[src/hdl/lsfe_pkg.sv]
// Shared types, constants and the color palette of the LED strip frame engine.
package lsfe_pkg;

  localparam int DRUM_LEDS_DEF      = 9;
  localparam int CLK_STRIP_LEDS_DEF = 10;
  localparam int LEN_W              = 4;

  localparam logic [31:0] CLEAR_WORD      = 32'hE100_0000;
  localparam logic [7:0]  HEADER_BASE     = 8'hE0;
  localparam logic [31:0] END_FRAME_RESET = 32'hFFFF_FFFF;
  localparam logic [7:0]  BRIGHT_MAX      = 8'd31;
  localparam logic [2:0]  STRIP_CLOCK     = 3'd3;

  typedef enum logic [2:0] {
    KIND_CLEAR   = 3'd0,
    KIND_BRIGHT  = 3'd1,
    KIND_SET_ONE = 3'd2,
    KIND_SET_ALL = 3'd3,
    KIND_UPDATE  = 3'd4
  } kind_t;

  typedef enum logic [3:0] {
    COLOR_RED       = 4'd0,
    COLOR_GREEN     = 4'd1,
    COLOR_BLUE      = 4'd2,
    COLOR_PURPLE    = 4'd3,
    COLOR_WHITE     = 4'd4,
    COLOR_YELLOW    = 4'd5,
    COLOR_TURQUOISE = 4'd6,
    COLOR_PINK      = 4'd7
  } color_t;

  typedef enum logic [3:0] {
    ST_IDLE,
    ST_CHECK,
    ST_RMW,
    ST_WRITE1,
    ST_RESP,
    ST_UPD_START,
    ST_UPD_LED,
    ST_UPD_END
  } state_t;

  // Return {blue, green, red}; pink differs between the one-LED and all-LED commands.
  function automatic logic [23:0] palette(input logic [3:0] color, input logic all_leds);
    logic [7:0] red;
    logic [7:0] green;
    logic [7:0] blue;
    red   = 8'd0;
    green = 8'd0;
    blue  = 8'd0;
    case (color_t'(color))
      COLOR_RED:       red = 8'd255;
      COLOR_GREEN:     green = 8'd255;
      COLOR_BLUE:      blue = 8'd255;
      COLOR_PURPLE: begin
        red  = 8'd255;
        blue = 8'd255;
      end
      COLOR_WHITE: begin
        red   = 8'd255;
        green = 8'd255;
        blue  = 8'd255;
      end
      COLOR_YELLOW: begin
        red   = 8'd255;
        green = 8'd105;
      end
      COLOR_TURQUOISE: begin
        red   = 8'd127;
        green = 8'd255;
        blue  = 8'd170;
      end
      COLOR_PINK: begin
        red   = 8'd255;
        green = 8'd25;
        blue  = all_leds ? 8'd50 : 8'd25;
      end
      default: red = 8'd0;
    endcase
    return {blue, green, red};
  endfunction

endpackage

[src/hdl/lsfe_ram.sv]
// Generic simple dual-port RAM with one write port and a registered read port.
module lsfe_ram #(
  parameter int WIDTH = 32,
  parameter int DEPTH = 64
) (
  input  logic                     clk,
  input  logic                     wr_en,
  input  logic [$clog2(DEPTH)-1:0] wr_addr,
  input  logic [WIDTH-1:0]         wr_data,
  input  logic                     rd_en,
  input  logic [$clog2(DEPTH)-1:0] rd_addr,
  output logic [WIDTH-1:0]         rd_data
);

  logic [WIDTH-1:0] mem [DEPTH];

  always_ff @(posedge clk) begin
    if (wr_en) begin
      mem[wr_addr] <= wr_data;
    end
    if (rd_en) begin
      rd_data <= mem[rd_addr];
    end
  end

endmodule

[src/hdl/led_strip_frame_engine.sv]
// Strip-wide commands sweep the strip's words and then give their result; set one
// LED reads and writes a single word; an update step gives up to three words: the
// start frame word, the LED word and the end frame word. One item is in work at a time; the
// read-modify-write sweep over the LED memory (one word a cycle) sets the command rate.
// Reset (rst_n low, synchronous) marks every LED word as zero, sets the send position
// to 0 and the end frame word to all ones; no clearing pass is needed.
module led_strip_frame_engine
  import lsfe_pkg::*;
#(
  parameter int DRUM_LEDS      = DRUM_LEDS_DEF,
  parameter int CLK_STRIP_LEDS = CLK_STRIP_LEDS_DEF
) (
  input  logic        clk,
  input  logic        rst_n,
  input  logic        in_tvalid,
  output logic        in_tready,
  input  logic [23:0] in_tdata,   // strip[2:0], color[6:3], led_number[14:7], brightness[22:15]
  input  logic [2:0]  in_tuser,   // kind[2:0]
  output logic        out_tvalid,
  input  logic        out_tready,
  output logic [39:0] out_tdata,  // ok[0], spi_word[32:1]
  output logic [1:0]  out_tuser,  // has_word[0], frame_done[1]
  output logic        out_tlast,
  input  logic        cfg_wr_en,
  input  logic [31:0] cfg_wr_data
);

  localparam int TOTAL = 3 * DRUM_LEDS + CLK_STRIP_LEDS;
  localparam int AW    = $clog2(TOTAL);

  state_t state_r, state_nxt;

  logic [2:0]       kind_r;
  logic [2:0]       strip_r;
  logic [3:0]       color_r;
  logic [7:0]       lednum_r;
  logic [7:0]       bright_r;
  logic [AW-1:0]    base_r, base_nxt;
  logic [LEN_W-1:0] len_r, len_nxt;
  logic [LEN_W-1:0] idx_r, idx_nxt;
  logic [LEN_W-1:0] pos_r, pos_nxt;
  logic [LEN_W-1:0] send_pos_r, send_pos_nxt;
  logic             resp_ok_r, resp_ok_nxt;
  logic [31:0]      end_word_r;
  logic [TOTAL-1:0] vld_r;
  logic             vld_q_r;

  logic             out_tvalid_r;
  logic             out_ok_r, out_has_r, out_done_r, out_last_r;
  logic [31:0]      out_word_r;
  logic             load;
  logic             ld_ok, ld_has, ld_done, ld_last;
  logic [31:0]      ld_word;
  logic             can_load;

  logic             wr_en, rd_en;
  logic [AW-1:0]    wr_addr, rd_addr;
  logic [31:0]      wr_data, rd_data, rd_word;
  logic             upd_done;

  lsfe_ram #(
    .WIDTH (32),
    .DEPTH (TOTAL)
  ) u_led_ram (
    .clk     (clk),
    .wr_en   (wr_en),
    .wr_addr (wr_addr),
    .wr_data (wr_data),
    .rd_en   (rd_en),
    .rd_addr (rd_addr),
    .rd_data (rd_data)
  );

  // A word never written since reset reads as zero.
  assign rd_word  = vld_q_r ? rd_data : 32'd0;
  assign can_load = !out_tvalid_r || out_tready;
  assign upd_done = ({1'b0, pos_r} + 5'd1) >= {1'b0, len_r};

  assign in_tready  = (state_r == ST_IDLE);
  assign out_tvalid = out_tvalid_r;
  assign out_tdata  = {7'd0, out_word_r, out_ok_r};
  assign out_tuser  = {out_done_r, out_has_r};
  assign out_tlast  = out_last_r;

  always_comb begin
    state_nxt    = state_r;
    base_nxt     = base_r;
    len_nxt      = len_r;
    idx_nxt      = idx_r;
    pos_nxt      = pos_r;
    send_pos_nxt = send_pos_r;
    resp_ok_nxt  = resp_ok_r;
    rd_en        = 1'b0;
    rd_addr      = base_r;
    wr_en        = 1'b0;
    wr_addr      = base_r + AW'(idx_r);
    wr_data      = rd_word;
    load         = 1'b0;
    ld_ok        = 1'b0;
    ld_has       = 1'b0;
    ld_word      = 32'd0;
    ld_done      = 1'b0;
    ld_last      = 1'b0;

    case (kind_t'(kind_r))
      KIND_CLEAR:   wr_data = CLEAR_WORD;
      KIND_BRIGHT:  wr_data = {HEADER_BASE | {3'd0, bright_r[4:0]}, rd_word[23:0]};
      KIND_SET_ONE: wr_data = {rd_word[31:24], palette(color_r, 1'b0)};
      KIND_SET_ALL: wr_data = {rd_word[31:24], palette(color_r, 1'b1)};
      default:      wr_data = rd_word;
    endcase

    case (state_r)
      ST_IDLE: begin
        if (in_tvalid) begin
          state_nxt = ST_CHECK;
        end
      end

      ST_CHECK: begin
        base_nxt    = AW'(strip_r[1:0]) * AW'(DRUM_LEDS);
        len_nxt     = (strip_r == STRIP_CLOCK) ? LEN_W'(CLK_STRIP_LEDS) : LEN_W'(DRUM_LEDS);
        idx_nxt     = '0;
        resp_ok_nxt = 1'b0;
        rd_addr     = base_nxt;
        state_nxt   = ST_RESP;
        if (strip_r <= STRIP_CLOCK) begin
          case (kind_t'(kind_r))
            KIND_CLEAR, KIND_SET_ALL: begin
              rd_en     = 1'b1;
              state_nxt = ST_RMW;
            end
            KIND_BRIGHT: begin
              if (bright_r <= BRIGHT_MAX) begin
                rd_en     = 1'b1;
                state_nxt = ST_RMW;
              end
            end
            KIND_SET_ONE: begin
              if (lednum_r != 8'd0 && lednum_r <= {4'd0, len_nxt}) begin
                idx_nxt   = LEN_W'(lednum_r - 8'd1);
                rd_addr   = base_nxt + AW'(idx_nxt);
                rd_en     = 1'b1;
                state_nxt = ST_WRITE1;
              end
            end
            KIND_UPDATE: begin
              // A stale position past the end of this strip restarts the frame.
              pos_nxt   = (send_pos_r >= len_nxt) ? '0 : send_pos_r;
              rd_addr   = base_nxt + AW'(pos_nxt);
              rd_en     = 1'b1;
              state_nxt = (pos_nxt == '0) ? ST_UPD_START : ST_UPD_LED;
            end
            default: state_nxt = ST_RESP;
          endcase
        end
      end

      ST_RMW: begin
        wr_en = 1'b1;
        if (idx_r == len_r - LEN_W'(1)) begin
          resp_ok_nxt = 1'b1;
          state_nxt   = ST_RESP;
        end else begin
          idx_nxt = idx_r + LEN_W'(1);
          rd_addr = base_r + AW'(idx_nxt);
          rd_en   = 1'b1;
        end
      end

      ST_WRITE1: begin
        wr_en       = 1'b1;
        resp_ok_nxt = 1'b1;
        state_nxt   = ST_RESP;
      end

      ST_RESP: begin
        if (can_load) begin
          load      = 1'b1;
          ld_ok     = resp_ok_r;
          ld_last   = 1'b1;
          state_nxt = ST_IDLE;
        end
      end

      ST_UPD_START: begin
        if (can_load) begin
          load      = 1'b1;
          ld_ok     = upd_done;
          ld_has    = 1'b1;
          state_nxt = ST_UPD_LED;
        end
      end

      ST_UPD_LED: begin
        if (can_load) begin
          load         = 1'b1;
          ld_ok        = upd_done;
          ld_has       = 1'b1;
          ld_word      = rd_word;
          ld_last      = !upd_done;
          send_pos_nxt = upd_done ? '0 : pos_r + LEN_W'(1);
          state_nxt    = upd_done ? ST_UPD_END : ST_IDLE;
        end
      end

      ST_UPD_END: begin
        if (can_load) begin
          load      = 1'b1;
          ld_ok     = 1'b1;
          ld_has    = 1'b1;
          ld_word   = end_word_r;
          ld_done   = 1'b1;
          ld_last   = 1'b1;
          state_nxt = ST_IDLE;
        end
      end

      default: state_nxt = ST_IDLE;
    endcase
  end

  always_ff @(posedge clk) begin
    if (!rst_n) begin
      state_r      <= ST_IDLE;
      send_pos_r   <= '0;
      end_word_r   <= END_FRAME_RESET;
      vld_r        <= '0;
      out_tvalid_r <= 1'b0;
    end else begin
      state_r    <= state_nxt;
      send_pos_r <= send_pos_nxt;
      if (cfg_wr_en) begin
        end_word_r <= cfg_wr_data;
      end
      if (wr_en) begin
        vld_r[wr_addr] <= 1'b1;
      end
      if (load) begin
        out_tvalid_r <= 1'b1;
      end else if (out_tready) begin
        out_tvalid_r <= 1'b0;
      end
    end
  end

  always_ff @(posedge clk) begin
    if (in_tvalid && in_tready) begin
      kind_r   <= in_tuser;
      strip_r  <= in_tdata[2:0];
      color_r  <= in_tdata[6:3];
      lednum_r <= in_tdata[14:7];
      bright_r <= in_tdata[22:15];
    end
    base_r    <= base_nxt;
    len_r     <= len_nxt;
    idx_r     <= idx_nxt;
    pos_r     <= pos_nxt;
    resp_ok_r <= resp_ok_nxt;
    if (rd_en) begin
      vld_q_r <= vld_r[rd_addr];
    end
    if (load) begin
      out_ok_r   <= ld_ok;
      out_has_r  <= ld_has;
      out_word_r <= ld_word;
      out_done_r <= ld_done;
      out_last_r <= ld_last;
    end
  end

endmodule

[config.mk]
export PLATFORM = sky130hd
export DESIGN_NAME = led_strip_frame_engine
export DESIGN_NICKNAME = d
export VERILOG_FILES = /design/src/hdl/lsfe_pkg.sv /design/src/hdl/lsfe_ram.sv /design/src/hdl/led_strip_frame_engine.sv
export SDC_FILE = /design/constraint.sdc
export NUM_CORES = 2
export LEC_CHECK = 0
export BUFFER_PORTS_ARGS = -buffer_cell sky130_fd_sc_hd__buf_2
export CAP_MARGIN = 20
export CORE_ASPECT_RATIO = 1.4
export CORE_MARGIN = 2
export CORE_UTILIZATION = 50
export DETAILED_ROUTE_END_ITERATION = 8
export PLACE_DENSITY = 0.74
export SYNTH_ARGS = -nofsm -noshare
export SYNTH_HDL_FRONTEND = slang
export SYNTH_SLANG_ARGS = --single-unit
export TNS_END_PERCENT = 10
[constraint.sdc]
create_clock -name clk -period 13.7 [get_ports clk]
set_clock_uncertainty 0.15 [all_clocks]
set_input_delay 0.685 -clock clk [delete_from_list [all_inputs] [get_ports clk]]
set_output_delay 0.685 -clock clk [all_outputs]
set_load 0.02 [all_outputs]
==> impl_metrics.json <==
{
  "hold-path-cell-count": 1,
  "async_reset_ff_frac": 0,
  "die_h_um": 400,
  "fin_cells": 5278,
  "core_um2": 111000,
  "ys_warn_count": 0,
  "clkTransAtPathRegs_ns": 0.07,
  "path_cells": "inv_1 -> or3_1 -> ha_1 -> nand2b_1 -> a211oi_1 -> o21ai_0 -> inv_1 -> ha_1 -> inv_1 -> fa_1 -> xnor2_1 -> nor2_1 -> a221oi_4 -> buf_4 -> nand3_2 -> buf_4 -> o22ai_1 -> o32ai_1 -> o22ai_1",
  "num_vias": 34500,
  "crit_family": "compound AO/OA/AOI/OAI gates",
  "regToRegSetupSlack_ns": 5.65,
  "wire_per_inst_um": 30.2,
  "ys_seq_elements": 1369,
  "dieArea_um2": 115000,
  "p_per_area_nw_per_um2": 239,
  "slew_viol_final": 0,
  "syn_area_um2": 55900,
  "relSlewSlack": 0.219,
  "drt_wl_total_um": 160000,
  "ys_seq_area_frac": 0.721,
  "rows": 145,
  "initial_utilization": 0.503,
  "grt_first_pass_wirelength_um": 225000,
  "num_io_pins": 109,
  "synthDistinctLibCells": 75,
  "setup_viol": 0,
  "period_share": 0.588,
  "slowest_delay_ns": 0.91,
  "hpwlAfterDp_um": 86300,
  "clock_latency_ns": 0.76,
  "grt_pass1_vias": 33900,
  "gp_congestion": 0.874,
  "crit_buf_inv": 5,
  "ant_nets": 0,
  "final.setup.tns_ns": 0,
  "fillers": 8155,
  "first_iter_violations": 4627,
  "synth_edf_count": 1292,
  "antenna_cells": 0,
  "cts_tree": "yes",
  "critical_path_class": "flop to flop",
  "nets": 3793,
  "numCtsBuffers": 121,
  "finalHoldViolations": 0,
  "cp_num_cells": 19,
  "place_inst": 4981,
  "critical_path_required_ns": 14.09,
  "fmax_mhz": 124,
  "start_kind": "flop",
  "critPathSlowestCell": "a221oi_4",
  "hp-class": "input pin to flop",
  "path_max_fanout": 30,
  "synthFlopType": "edfxtp_1",
  "max-vdd-ir-drop_mv": 0.303,
  "crit_path_frequent_cell": "inv_1",
  "postPlaceCellArea_um2": 58500,
  "place_ws_ns": 5.90,
  "p_leak_nw": 21.7,
  "cts.sinks": 1369,
  "fin_ws_ns": 5.65,
  "drv_cap": 0,
  "fin_area_um2": 63400,
  "r2r_cells": 19,
  "rsz0062_at_grt": "no",
  "post_cts_buffers": 0,
  "crit_arrival_ns": 8.44,
  "drc": 0,
  "ctsResizeCount": 0,
  "track_usage": 0.274,
  "area_growth_pct": 13.3,
  "period_minus_slack_ns": 8.05,
  "worstSetupEndpointType": "flop",
  "drt_pass1_iterations": 6,
  "worst_pin_slew_ns": 1.17,
  "root_buffer": "clkbuf_16",
  "ctsLongestPathBuffers": 3,
  "die_width_um": 287,
  "status": "finished, final reports clean",
  "netlist_instances": 3564,
  "overflow": 0,
  "htree_levels": 3,
  "port-buffer-count": 100,
  "avgSynthCellArea_um2": 15.7,
  "antenna_found_initial": 7,
  "grt_max_degree": 146,
  "drive_above_1_share": 0.146,
  "vias_per_cell": 6.54
}
logic make-up after synthesis:
family                     share of synthesized area
buffers and inverters                         0.0276
xor gates and xnor gates                     0.00282
and+or+nand+nor                               0.0539
AOI/OAI and AO/OA                             0.0983
adders and majority gates                    0.00635
other                                      0.0000670
DFF                                            0.721
muxes                                         0.0897
sequential cells by signal (all words and copies together), names as in the netlist, 4 cells and up:
signal,count
vld_r,37
u_led_ram.mem,1184
end_word_r,32
idx_r,4
bright_r,8
pos_r,4
out_word_r,32
lednum_r,8
send_pos_r,4
u_led_ram.rd_data,32
color_r,4
worst paths after layout:
| kind | start | to |
|---|---|---|
| max | strip_r[1] | u_led_ram.rd_data[26] |
| min reg2reg | vld_r[10] | vld_r[10] |
| max reg2reg | strip_r[1] | u_led_ram.rd_data[26] |
| min | in_tdata[18] | bright_r[3] |
what timing repair did:
action / 4_1_cts / 5_1_grt
hold buffers: 52 / 0
setup endpoints to repair: 0 / 0
hold endpoints to repair: 52 / 0
layer usage:
| layer | vias up | track usage | share of wire |
|---|---|---|---|
| li1 | 14500 | - | - |
| met1 | 17100 | 0.331 | 0.35 |
| met2 | 2382 | 0.455 | 0.48 |
| met3 | 548 | 0.0667 | 0.12 |
| met4 | 8 | 0.145 | 0.058 |
| met5 | - | 0 | 0.00034 |
stage by stage:
step | power (W) | util | hold WS, ns
global route | 0.0156 | 0.570 | 0.0256
global placement | 0.0113 | 0.525 | 0.294
detailed placement | 0.0115 | 0.526 | 0.302
floorplan | 0.00964 | - | 0.285
CTS | 0.0150 | 0.567 | 0.00442
finish | 0.0151 | 0.570 | 0.0582
cell usage in the layout, fill, tap and decap left out, drive strengths merged, types with 6 or more instances in the layout:
cell / n
nand3: 86
edfxtp: 1292
conb: 7
o32ai: 33
and2: 7
ha: 22
dfxtp: 77
a2111oi: 38
a311oi: 68
o21ai: 77
o221ai: 132
a21oi: 14
nor2b: 7
a211oi: 40
clkbuf: 149
a31oi: 38
clkinv: 51
buf: 215
nor2: 57
nor4b: 33
nand2b: 9
xnor2: 9
o22ai: 104
o21bai: 35
bufinv: 16
a32oi: 33
and3: 35
nor3: 15
mux2i: 426
o211ai: 10
o21a: 43
dlygate4sd3: 52
xor2: 9
mux4: 33
clkinvlp: 6
nand2: 389
inv: 78
cell usage after synthesis (36+ instances only):
cell type,instances,area share
a311oi_1,68,0.011
buf_4,36,0.0048
clkbuf_1,130,0.0087
mux2i_1,426,0.076
nand2_1,388,0.026
buf_2,69,0.0062
a211oi_1,40,0.0054
o22ai_1,104,0.012
nor2_1,57,0.0038
a31oi_1,37,0.0041
nand3_1,85,0.0076
edfxtp_1,1292,0.69
o221ai_1,132,0.021
o21ai_0,74,0.0066
o21a_1,43,0.0058
dfxtp_1,77,0.028
inv_1,71,0.0048
layout make-up:
cell class | count | area [um2] | area share
Sequential cell | 1369 | 40300 | 0.636
Multi-Input combinational cell | 1872 | 14700 | 0.232
Clock buffer | 148 | 3160 | 0.0499
Timing Repair Buffer | 268 | 2180 | 0.0344
Tap cell | 1470 | 1840 | 0.0290
Clock inverter | 80 | 903 | 0.0143
Inverter | 71 | 267 | 0.00421
power breakdown:
part | leakage (nW) | internal (W) | switching, W
sequential | 12.5 | 0.00536 | 0.000129
clock | 1.97 | 0.00195 | 0.00154
combinational | 7.24 | 0.00208 | 0.00406
No activity file was read; power rests on OpenSTA's default activity.
